[config.mk]
export PLATFORM = sky130hd
export DESIGN_NAME = camera_position_frame_parser_unit
export DESIGN_NICKNAME = d
export VERILOG_FILES = /design/src/sv/cpfp_pkg.sv /design/src/sv/cpfp_parse.sv /design/src/sv/cpfp_out.sv /design/src/sv/camera_position_frame_parser_unit.sv
export VERILOG_INCLUDE_DIRS = /design/src /design/src/sv
export SDC_FILE = /design/constraint.sdc
export NUM_CORES = 1
export LEC_CHECK = 0
export BUFFER_PORTS_ARGS = -buffer_cell sky130_fd_sc_hd__buf_2
export CORE_UTILIZATION = 62
export CTS_CLUSTER_DIAMETER = 60
export CTS_CLUSTER_SIZE = 14
export DETAILED_ROUTE_END_ITERATION = 8
export PLACE_DENSITY = 0.83
export SKIP_LAST_GASP = 1
export SLEW_MARGIN = 5
export SYNTH_ARGS = -nofsm -noshare
export SYNTH_HDL_FRONTEND = slang
export SYNTH_SLANG_ARGS = --single-unit
export TNS_END_PERCENT = 1
[constraint.sdc]
create_clock -name i_clk -period 4.3 [get_ports i_clk]
set_input_delay 0.43 -clock i_clk [delete_from_list [all_inputs] [get_ports i_clk]]
set_output_delay 0.43 -clock i_clk [all_outputs]
set_load 0.05 [all_outputs]
[src/sv/assert_macros.svh]
// ----------------------------------------------------------------------------
// assertion macros
// clocked property checks, can be compiled out with NO_ASSERTIONS
// ----------------------------------------------------------------------------
`ifndef ASSERT_MACROS_SVH
`define ASSERT_MACROS_SVH

`ifndef NO_ASSERTIONS
`define CPFP_ASSERT(lbl, clk, rst_n, prop, msg) \
    lbl: assert property (@(posedge clk) disable iff (!rst_n) prop) else $error(msg);
`define CPFP_ASSERT_ALWAYS(lbl, clk, prop, msg) \
    lbl: assert property (@(posedge clk) prop) else $error(msg);
`else
`define CPFP_ASSERT(lbl, clk, rst_n, prop, msg)
`define CPFP_ASSERT_ALWAYS(lbl, clk, prop, msg)
`endif

`endif

[src/sv/cpfp_pkg.sv]
// ----------------------------------------------------------------------------
// cpfp_pkg
// shared constants and types of the camera position frame parser
// ----------------------------------------------------------------------------
package cpfp_pkg;

    localparam int unsigned BYTE_W  = 8;
    localparam int unsigned COORD_W = 17;

    localparam logic [BYTE_W-1:0] HDR_FIRST  = 8'h26;
    localparam logic [BYTE_W-1:0] HDR_SECOND = 8'h25;
    localparam logic [BYTE_W-1:0] SIGN_MINUS = 8'h2D;

    typedef struct packed {
        logic signed [COORD_W-1:0] pos_x;
        logic signed [COORD_W-1:0] pos_y;
        logic                      frame_ok;
    } t_result;

endpackage

[src/sv/cpfp_parse.sv]
// ----------------------------------------------------------------------------
// cpfp_parse
// frame position tracking, coordinate accumulation and checksum compare
// ----------------------------------------------------------------------------
`include "assert_macros.svh"

module cpfp_parse (
    input  logic                             i_clk,
    input  logic                             i_rst_n,
    input  logic                             i_step,
    input  logic [cpfp_pkg::BYTE_W-1:0]      i_byte,
    output logic                             o_at_sum,
    output cpfp_pkg::t_result                o_result
);

    typedef enum logic [3:0] {
        POS_HDR1,
        POS_HDR2,
        POS_XH,
        POS_XL,
        POS_XS,
        POS_YH,
        POS_YL,
        POS_YS,
        POS_SUM
    } t_pos;

    t_pos                                 r_pos;
    t_pos                                 n_pos;
    logic [cpfp_pkg::BYTE_W-1:0]          r_sum;
    logic [cpfp_pkg::BYTE_W-1:0]          n_sum;
    logic signed [cpfp_pkg::COORD_W-1:0]  r_x;
    logic signed [cpfp_pkg::COORD_W-1:0]  n_x;
    logic signed [cpfp_pkg::COORD_W-1:0]  r_y;
    logic signed [cpfp_pkg::COORD_W-1:0]  n_y;
    logic [cpfp_pkg::BYTE_W-1:0]          sum_add;
    logic signed [cpfp_pkg::COORD_W-1:0]  byte_ext;
    logic signed [cpfp_pkg::COORD_W-1:0]  byte_hi;
    logic                                 pass;
    logic                                 is_minus;

    assign sum_add  = r_sum + i_byte;
    assign byte_ext = {{(cpfp_pkg::COORD_W-cpfp_pkg::BYTE_W){1'b0}}, i_byte};
    assign byte_hi  = {{(cpfp_pkg::COORD_W-2*cpfp_pkg::BYTE_W){1'b0}}, i_byte,
                       {cpfp_pkg::BYTE_W{1'b0}}};
    assign pass     = (r_sum == i_byte);
    assign is_minus = (i_byte == cpfp_pkg::SIGN_MINUS);

    always_comb begin
        n_pos = r_pos;
        n_sum = r_sum;
        n_x   = r_x;
        n_y   = r_y;
        case (r_pos)
            POS_HDR1: begin
                n_pos = (i_byte == cpfp_pkg::HDR_FIRST) ? POS_HDR2 : POS_HDR1;
            end
            POS_HDR2: begin
                n_pos = (i_byte == cpfp_pkg::HDR_SECOND) ? POS_XH : POS_HDR1;
            end
            POS_XH: begin
                n_sum = cpfp_pkg::HDR_FIRST + cpfp_pkg::HDR_SECOND + i_byte;
                n_x   = byte_hi;
                n_pos = POS_XL;
            end
            POS_XL: begin
                n_x   = r_x + byte_ext;
                n_sum = sum_add;
                n_pos = POS_XS;
            end
            POS_XS: begin
                if (is_minus) begin
                    n_x = -r_x;
                end
                n_sum = sum_add;
                n_pos = POS_YH;
            end
            POS_YH: begin
                n_y   = byte_hi;
                n_sum = sum_add;
                n_pos = POS_YL;
            end
            POS_YL: begin
                n_y   = r_y + byte_ext;
                n_sum = sum_add;
                n_pos = POS_YS;
            end
            POS_YS: begin
                if (is_minus) begin
                    n_y = -r_y;
                end
                n_sum = sum_add;
                n_pos = POS_SUM;
            end
            POS_SUM: begin
                if (!pass) begin
                    n_x = '0;
                    n_y = '0;
                end
                n_pos = POS_HDR1;
            end
            default: begin
                n_pos = POS_HDR1;
            end
        endcase
    end

    always_ff @(posedge i_clk) begin
        if (!i_rst_n) begin
            r_pos <= POS_HDR1;
            r_sum <= '0;
            r_x   <= '0;
            r_y   <= '0;
        end else if (i_step) begin
            r_pos <= n_pos;
            r_sum <= n_sum;
            r_x   <= n_x;
            r_y   <= n_y;
        end
    end

    assign o_at_sum          = (r_pos == POS_SUM);
    assign o_result.pos_x    = pass ? r_x : '0;
    assign o_result.pos_y    = pass ? r_y : '0;
    assign o_result.frame_ok = pass;

    `CPFP_ASSERT(a_sum_restarts, i_clk, i_rst_n, (i_step && o_at_sum) |=> (r_pos == POS_HDR1), "frame did not restart after checksum")
    `CPFP_ASSERT(a_pos_range, i_clk, i_rst_n, (r_pos <= POS_SUM), "frame position out of range")
    `CPFP_ASSERT(a_hold_idle, i_clk, i_rst_n, !i_step |=> ($stable(r_pos) && $stable(r_sum)), "parser state moved without a byte")

endmodule

[src/sv/cpfp_out.sv]
// ----------------------------------------------------------------------------
// cpfp_out
// two-entry result buffer between the parser and the output channel
// ----------------------------------------------------------------------------
`include "assert_macros.svh"

module cpfp_out (
    input  logic               i_clk,
    input  logic               i_rst_n,
    input  logic               i_wr,
    input  cpfp_pkg::t_result  i_data,
    output logic               o_wr_ready,
    output logic               o_valid,
    input  logic               i_ready,
    output cpfp_pkg::t_result  o_data
);

    localparam logic [1:0] FULL_CNT = 2'd2;

    cpfp_pkg::t_result  r_mem [2];
    logic               r_wr_ptr;
    logic               r_rd_ptr;
    logic [1:0]         r_cnt;
    logic               rd;

    assign o_valid    = (r_cnt != 2'd0);
    assign o_wr_ready = (r_cnt != FULL_CNT);
    assign o_data     = r_mem[r_rd_ptr];
    assign rd         = o_valid && i_ready;

    always_ff @(posedge i_clk) begin
        if (i_wr) begin
            r_mem[r_wr_ptr] <= i_data;
        end
    end

    always_ff @(posedge i_clk) begin
        if (!i_rst_n) begin
            r_wr_ptr <= 1'b0;
            r_rd_ptr <= 1'b0;
            r_cnt    <= 2'd0;
        end else begin
            if (i_wr) begin
                r_wr_ptr <= ~r_wr_ptr;
            end
            if (rd) begin
                r_rd_ptr <= ~r_rd_ptr;
            end
            if (i_wr && !rd) begin
                r_cnt <= r_cnt + 2'd1;
            end else if (rd && !i_wr) begin
                r_cnt <= r_cnt - 2'd1;
            end
        end
    end

    `CPFP_ASSERT(a_no_overflow, i_clk, i_rst_n, i_wr |-> o_wr_ready, "write into full result buffer")
    `CPFP_ASSERT(a_cnt_range, i_clk, i_rst_n, (r_cnt <= FULL_CNT), "result count out of range")
    `CPFP_ASSERT(a_cnt_inc, i_clk, i_rst_n, (i_wr && !rd) |=> (r_cnt == $past(r_cnt) + 2'd1), "result count did not grow")

endmodule

[src/sv/camera_position_frame_parser_unit.sv]
// ----------------------------------------------------------------------------
// camera_position_frame_parser_unit
// parses nine-byte serial position frames into signed X/Y coordinates
// ----------------------------------------------------------------------------
// Input channel (i_valid / o_ready, i_rx_byte) carries one received serial
// byte per transaction. Frames are '&', '%', X high, X low, X sign, Y high,
// Y low, Y sign, checksum. Output channel (o_valid / i_ready) carries one
// transaction per checksum byte: o_pos_x, o_pos_y and o_frame_ok; on a
// checksum mismatch both coordinates are zero and o_frame_ok is low.
// Throughput is one byte per cycle while the result buffer has room. A byte
// goes into the input register at acceptance and is parsed from there; a
// parsed checksum byte writes its result into the buffer behind o_valid.
// Results wait in this two-entry buffer, so the input keeps flowing while
// the receiver stalls; once it is full, a checksum byte holds in the input
// register and o_ready drops until a result is taken. No other byte holds
// there. Synchronous reset empties the input register and the result buffer
// and returns the parser to waiting for the first header byte.
// ----------------------------------------------------------------------------
module camera_position_frame_parser_unit (
    input  logic                                   i_clk,
    input  logic                                   i_rst_n,
    input  logic                                   i_valid,
    output logic                                   o_ready,
    input  logic [cpfp_pkg::BYTE_W-1:0]            i_rx_byte,
    output logic                                   o_valid,
    input  logic                                   i_ready,
    output logic signed [cpfp_pkg::COORD_W-1:0]    o_pos_x,
    output logic signed [cpfp_pkg::COORD_W-1:0]    o_pos_y,
    output logic                                   o_frame_ok
);

    logic                           r_in_vld;
    logic [cpfp_pkg::BYTE_W-1:0]    r_in_byte;
    logic                           at_sum;
    logic                           buf_ready;
    logic                           step;
    logic                           wr;
    cpfp_pkg::t_result              parse_res;
    cpfp_pkg::t_result              out_res;

    assign step    = r_in_vld && (!at_sum || buf_ready);
    assign wr      = step && at_sum;
    assign o_ready = !r_in_vld || step;

    always_ff @(posedge i_clk) begin
        if (!i_rst_n) begin
            r_in_vld <= 1'b0;
        end else if (o_ready) begin
            r_in_vld <= i_valid;
        end
    end

    always_ff @(posedge i_clk) begin
        if (o_ready && i_valid) begin
            r_in_byte <= i_rx_byte;
        end
    end

    cpfp_parse u_parse (
        .i_clk    (i_clk),
        .i_rst_n  (i_rst_n),
        .i_step   (step),
        .i_byte   (r_in_byte),
        .o_at_sum (at_sum),
        .o_result (parse_res)
    );

    cpfp_out u_out (
        .i_clk      (i_clk),
        .i_rst_n    (i_rst_n),
        .i_wr       (wr),
        .i_data     (parse_res),
        .o_wr_ready (buf_ready),
        .o_valid    (o_valid),
        .i_ready    (i_ready),
        .o_data     (out_res)
    );

    assign o_pos_x    = out_res.pos_x;
    assign o_pos_y    = out_res.pos_y;
    assign o_frame_ok = out_res.frame_ok;

endmodule

==> results of run 1 <==
state kept, by name, indices dropped and copies added (netlist names), named ones only:
signal          count
u_out.r_cnt         2
u_parse.r_sum       8
u_out.r_wr_ptr      1
u_parse.r_x        17
u_parse.r_y        17
u_out.r_rd_ptr      1
r_in_byte           8
u_parse.r_pos       4
u_out.r_mem        70
r_in_vld            1
metal layers:
metal | GRT usage | part of all wire | vias up
met4 | 0.1513 | 0.028 | 0
met2 | 0.5218 | 0.46 | 430
met5 | 0 | 0 | -
met1 | 0.4309 | 0.41 | 3322
li1 | - | - | 3213
met3 | 0.08054 | 0.10 | 68
critical path, delay by kind of cell, from the launching register on:
family / cells / cell delay, ns
AO/OA/AOI/OAI: 6 / 1.38
buffers and inverters: 1 / 0.28
AND/OR/NAND/NOR: 3 / 1.02
flip-flops: 1 / 0.75
adder cells (fa/ha/maj): 1 / 0.32
power by group through the flow:
stage	logic, µW	registers (µW)	clock network (µW)
2_1_floorplan	98.3	1350	0
3_3_place_gp	119	1360	0
3_5_place_dp	123	1360	0
4_1_cts	124	1340	1410
5_1_grt	136	1340	1460
6_report	125	1340	1400
Yosys cell counts, types with 4 or more instances:
master and n:
and2_1 32, or2_2 7, clkbuf_1 46, a211oi_1 11, nand2b_1 8, a21oi_1 45
o21ai_0 36, a31oi_1 17, xor2_1 11, nand2_1 65, xnor2_1 22, nand4_1 14
ha_1 26, or3_1 14, a32oi_1 7, nor3b_1 7, nand3_1 15, nand4b_1 4
inv_1 21, nor4bb_1 5, o21a_1 8, nor2_1 56, nor3_1 26, o31ai_1 8
mux2i_1 8, a21o_1 12, dfxtp_1 52, nor4_1 15, mux2_2 35, and3_1 6
edfxtp_1 78, o211ai_1 11, nor2b_1 11, a221oi_1 5, a22oi_1 10, buf_2 7
cells in the final DEF (no fill, tap or decap), types with 8 or more instances in the layout:
cell type | Yosys | layout
mux2i_1 | 8 | 8
ha_1 | 26 | 26
nor4_1 | 15 | 15
o211ai_1 | 11 | 11
buf_2 | 7 | 48
o21ai_0 | 36 | 36
nor3_1 | 26 | 26
clkbuf_16 | 0 | 17
buf_4 | 1 | 9
a211oi_1 | 11 | 11
nor2b_1 | 11 | 10
o31ai_1 | 8 | 8
nand2_1 | 65 | 65
a22oi_1 | 10 | 10
xnor2_1 | 22 | 22
a31oi_1 | 17 | 17
a21oi_1 | 45 | 45
o21a_1 | 8 | 8
and2_1 | 32 | 32
inv_1 | 21 | 21
dfxtp_1 | 52 | 52
a21o_1 | 12 | 12
nand3_1 | 15 | 15
nor2_1 | 56 | 56
nand2b_1 | 8 | 8
or3_1 | 14 | 14
xor2_1 | 11 | 11
edfxtp_1 | 78 | 78
nand4_1 | 14 | 14
mux2_2 | 35 | 35
area by class of cell:
cell class                 count  area share
inverter                      21    0.008835
tap                          172     0.02412
sequential                   130      0.3792
timing repair buffer          57     0.03450
clock inverter                13     0.01543
clock buffer                  18     0.04810
multi-input combinational    628      0.4898
kinds of logic (layout without fill, tap and decap cells):
group,count (synthesis),count (layout),synth area share
compound gates,221,221,0.1935
xor+xnor,33,33,0.03585
fa+ha+maj,29,29,0.04780
buf+inv,78,109,0.03989
flops,130,130,0.4197
mux,43,43,0.05882
simple gates,302,302,0.2044
worst max-delay path by stage:
stage / start / end / slack [ns] / cells past startpoint
global placement: u_parse.r_pos[1] / u_parse.r_sum[7] / 0.79 / 11
global route: u_parse.r_pos[1] / u_parse.r_sum[7] / 0.21 / 11
detailed placement: u_parse.r_pos[1] / u_parse.r_sum[7] / 0.50 / 11
floorplan: u_parse.r_pos[1] / u_parse.r_sum[7] / 1.17 / 13
finish: u_parse.r_pos[1] / u_parse.r_sum[7] / 0.40 / 11
CTS: u_parse.r_pos[1] / u_parse.r_sum[7] / 0.49 / 11
metrics by stage:
| stage | hold WS (ns) | total power (µW) | instances | area [µm²] | util |
|---|---|---|---|---|---|
| detailed placement | 0.4783 | 1486 | 1008 | 8356 | 0.6594 |
| global route | 0.1659 | 2933 | 1039 | 8922 | 0.7042 |
| global placement | 0.4669 | 1481 | 1008 | 8356 | 0.6594 |
| finish | 0.1745 | 2866 | 1039 | 8922 | 0.7042 |
| floorplan | 0.4527 | 1449 | 836 | 8061 | - |
| CTS | 0.1700 | 2867 | 1039 | 8922 | 0.7042 |
==> run_results.csv, run 1 <==
group,metric,value,unit
logic_synthesis,async_reset_ff_frac,0,
floorplan,die_area,13460,µm²
status,outcome,"finished clean",
logic_synthesis,ys_top_cells_by_area,"edfxtp_1, dfxtp_1, mux2_2",
sta,hold_viol_final,0,
global_route,grt_max_degree,36,
critical_path,worstSetupEndpointType,"flip-flop",
logic_synthesis,synth-warning-count,0,
clocking,ctsLongestPathBuffers,2,
min_path,hold_depth,1,
logic_synthesis,yosysSeqAreaShare,0.4197,
critical_path,crit_slowest_cell,"dfxtp_1",
critical_path,worstSetupPathType,"reg2reg",
clocking,clk_pin_slew,0.06,ns
clocking,htreeDepth,4,
pwr,clockPowerShare,0.490,
critical_path,crit_path_max_fanout,21,
sta,setup_violations,0,
logic_synthesis,synth_top_area_cell,"edfxtp_1",
global_route,gr-total-overflow,0,
detailed_routing,drc_errors,0,
final_layout,multi_input_area,4370,µm²
clocking,clock_sinks,130,
placement,dp_slack,0.5015,ns
final_layout,final_nets,896,
logic_synthesis,synth_flop_cell,"edfxtp_1",
global_route,grt_pass1_vias,6538,
logic_synthesis,synth_nets,877,
critical_path,rrSetupSlack,0.40,ns
detailed_routing,vias_per_cell,6.769,
global_route,grt.total_usage,0.3308,
floorplan,fp.dieW,116.0,µm
min_path,hold_path_startpoint,"i_rx_byte[0]",
final_layout,synthToLayoutAreaGrowth,10.68,%
global_route,antenna_found_initial,0,
placement,gp_congestion,0.9786,
pwr,switching_share,0.2284,
logic_synthesis,netlist_area,8061,µm²
pwr,intPower,2212,µW
sta,slew_violations,0,
logic_synthesis,synth_area_per_cell,9.643,µm²
floorplan,start_util,0.6362,
detailed_routing,num_vias,7033,
final_layout,fillerInstances,966,
detailed_routing,drtPass1Iterations,6,
clocking,cts_setup_buffers,0,
critical_path,slowest_delay,0.75,ns
job,cap_violations,0,
detailed_routing,drt_wl_total,21230,µm
floorplan,io_pins,49,
pwr,leakagePower,0.002828,µW
logic_synthesis,synth_seq_cells,130,
sta,rsz0062_at_grt,"no",
sta,tns,0,ns
min_path,hp-class,"in2reg",
critical_path,reg2reg_from,"u_parse.r_pos[1]",
sta,timing.final.ws_setup,0.4008,ns
min_path,hold_end,"r_in_byte[0]",
clocking,ctsResizeCount,0,
pwr,peakVddDrop,0.0002116,V
critical_path,required,4.59,ns
critical_path,crit_arrival,4.19,ns
logic_synthesis,syn_inst,836,
critical_path,timing.rr.end,"u_parse.r_sum[7]",
pwr,seq_power_share,0.467,
placement,hpwl,13850,µm
sta,clock.fmax,256.5,MHz
final_layout,n_antenna_cell,0,
placement,portBuffers,48,
floorplan,core,12670,µm²
floorplan,num_rows,41,
sta,worst_pin_slew,1.359,ns
critical_path,worstRegToRegCells,11,
critical_path,critPathMostFrequentCell,"a21oi_1",
sta,period_share,0.9068,
clocking,cts_made_buffers,17,
sta,fin_skew,0.006267,ns
pwr,combPwrFrac,0.044,
global_route,grt_pass1_wl,33490,µm
detailed_routing,ant_nets,0,
clocking,ctsHoldBuffers,0,
sta,period_needed,3.899,ns
critical_path,cp_cell_sequence,"nor4bb_2 -> buf_4 -> a21oi_1 -> or2_2 -> ha_1 -> a211o_1 -> a21oi_1 -> o21ai_0 -> and4b_1 -> o311ai_0 -> o31ai_1",
detailed_routing,drt_iter0_markers,976,
clocking,insertion_delay,0.43,ns
clocking,cts_tree,"done",
sta,slew-limit-headroom,0.07057,
final_layout,register_area,3383,µm²
detailed_routing,wl_per_cell,20.43,µm
pwr,netSwitchingPower,654.5,µW
critical_path,start_kind,"flip-flop",
logic_synthesis,synth_edf_count,78,
final_layout,drive_above_1_share,0.1672,
pwr,power_density,321.2,nW/µm²
floorplan,die_h,116.0,µm
logic_synthesis,ys_types,82,
logic_synthesis,synth_top_cell_area_share,0.2905,
clocking,cts-root-buf,"clkbuf_16",
Power figures use the tool's default switching activity.
==> run 2, diff against run 1 <==
CORE_UTILIZATION = 64   (was 62)
CTS_BUF_LIST = sky130_fd_sc_hd__clkbuf_8   (was default)
PLACE_DENSITY = 0.85   (was 0.83)
==> run_results.csv, run 2 (synthesis results as in run 1) <==
group,metric,value,unit
pwr,peakVddDrop,0.0002269,V
final_layout,layout_commonest_cell,"edfxtp_1",
status,outcome,"finished clean",
sta,period_share,0.8772,
placement,portBuffers,48,
sta,period_needed,3.772,ns
detailed_routing,drtPass1Iterations,6,
global_route,grt_use_met3,0.08735,
final_layout,reg_top3,"u_out.r_mem (70), u_parse.r_x (17), u_parse.r_y (17)",
clocking,ctsHoldBuffers,0,
detailed_routing,drc_errors,0,
placement,hpwl,14050,µm
critical_path,worstSetupPathType,"reg2reg",
clocking,cts_setup_buffers,0,
sta,clock.fmax,265.1,MHz
critical_path,crit_arrival,4.09,ns
final_layout,final_cell_mix,"edfxtp_1, nand2_1, nor2_1",
job,cap_violations,0,
sta,tns,0,ns
floorplan,num_rows,40,
critical_path,start_kind,"flip-flop",
final_layout,final_nets,900,
clocking,ctsLongestPathBuffers,2,
global_route,grt_pass1_wl,33050,µm
detailed_routing,drt_wl_total,20820,µm
final_layout,fin_util,0.7261,
detailed_routing,vias_per_cell,6.699,
critical_path,crit_path_max_fanout,21,
critical_path,worstSetupEndpointType,"flip-flop",
global_route,grt_pass1_vias,6522,
pwr,finalPower,2637,µW
floorplan,io_pins,49,
clocking,cts_tree,"done",
final_layout,n_antenna_cell,0,
detailed_routing,drt_iter0_markers,886,
clocking,cts_made_buffers,17,
sta,rsz0062_at_grt,"no",
detailed_routing,wl_per_cell,20.02,µm
floorplan,core,12160,µm²
placement,gp_congestion,0.9636,
critical_path,required,4.62,ns
final_layout,synthToLayoutAreaGrowth,9.545,%
final_layout,drive_above_1_share,0.1709,
clocking,cts-root-buf,"clkbuf_8",
global_route,use_met2,0.5265,
sta,worst_pin_slew,1.243,ns
global_route,grtUsageMet1,0.4293,
detailed_routing,num_vias,6967,
sta,setup_violations,0,
detailed_routing,ant_nets,0,
global_route,antenna_found_initial,0,
sta,fin_skew,0.007573,ns
floorplan,fp.dieW,114.2,µm
sta,hold_viol_final,0,
pwr,leakagePower,0.002810,µW
final_layout,top_register,"u_out.r_mem",
clocking,ctsResizeCount,0,
final_layout,largest_reg_flops,70,
global_route,grt.total_usage,0.3323,
global_route,grt-busiest-layer,"met2",
sta,slew-limit-headroom,0.1498,
clocking,clk_pin_slew,0.08,ns
clocking,clock_sinks,130,
floorplan,die_h,114.2,µm
floorplan,start_util,0.6629,
clocking,insertion_delay,0.44,ns
global_route,grt_max_degree,36,
sta,slew_violations,0,
global_route,gr-total-overflow,0,
clocking,htreeDepth,4,
floorplan,die_area,13050,µm²
min_path,hp-class,"in2reg",
pwr,power_density,298.6,nW/µm²
## run 2: cell count changes in the layout (fill, tap and decap cells not counted), moves of 2 or more
cell and delta:
clkbuf_8 +17, clkinvlp_4 -3, bufinv_16 +3, clkbuf_16 -17, inv_1 +2, clkinv_4 +2, buf_4 +4
## run 2: cell type report
cell class                      count  area [µm²]
Clock buffer                       17       234.0
Clock inverter                     15       216.5
Fill cell                         904        3331
Inverter                           21       78.83
Multi-Input combinational cell    628        4370
Sequential cell                   130        3383
Tap cell                          168       210.2
Timing Repair Buffer               61       337.8
## run 2: final timing paths
| kind | from | to | slack [ns] | cells past startpoint |
|---|---|---|---|---|
| setup / recovery | u_parse.r_pos[1] | u_parse.r_sum[7] | 0.53 | 11 |
| hold reg to reg | u_parse.r_sum[4] | u_parse.r_sum[4] | 0.49 | 2 |
| setup reg to reg | u_parse.r_pos[1] | u_parse.r_sum[7] | 0.53 | 11 |
| hold / removal | i_rx_byte[7] | r_in_byte[7] | 0.16 | 1 |
## run 2: stage by stage
| stage | cells | setup slack (ns) | hold slack [ns] | instance area [µm²] |
|---|---|---|---|---|
| floorplan | 836 | 1.174 | 0.4527 | 8061 |
| global placement | 1008 | 0.7951 | 0.4680 | 8381 |
| detailed placement | 1008 | 0.5791 | 0.4826 | 8381 |
| CTS | 1040 | 0.5803 | 0.1277 | 8831 |
| global route | 1040 | 0.2850 | 0.1183 | 8831 |
| finish | 1040 | 0.5281 | 0.1593 | 8831 |
## run 2: routing by layer
| metal | up-vias | share of wire |
|---|---|---|
| met5 | - | 0 |
| met4 | 0 | 0.027 |
| met3 | 54 | 0.094 |
| met2 | 381 | 0.46 |
| met1 | 3316 | 0.41 |
| li1 | 3216 | - |
## run 2: where the power goes
| group | switching (µW) | internal [µW] |
|---|---|---|
| Combinational | 79.1 | 49.4 |
| Sequential | 19.9 | 1310 |
| Clock | 488 | 686 |
| Total | 587 | 2050 |
## run 2: worst max-delay path: stages (launching register included)
cell      delay (ns)
dfxtp_1         0.75
nor4bb_2        0.37
buf_4           0.28
a21oi_1         0.20
or2_2           0.40
ha_1            0.30
a211o_1         0.28
a21oi_1         0.19
o21ai_0         0.17
and4b_1         0.21
o311ai_0        0.35
o31ai_1         0.13
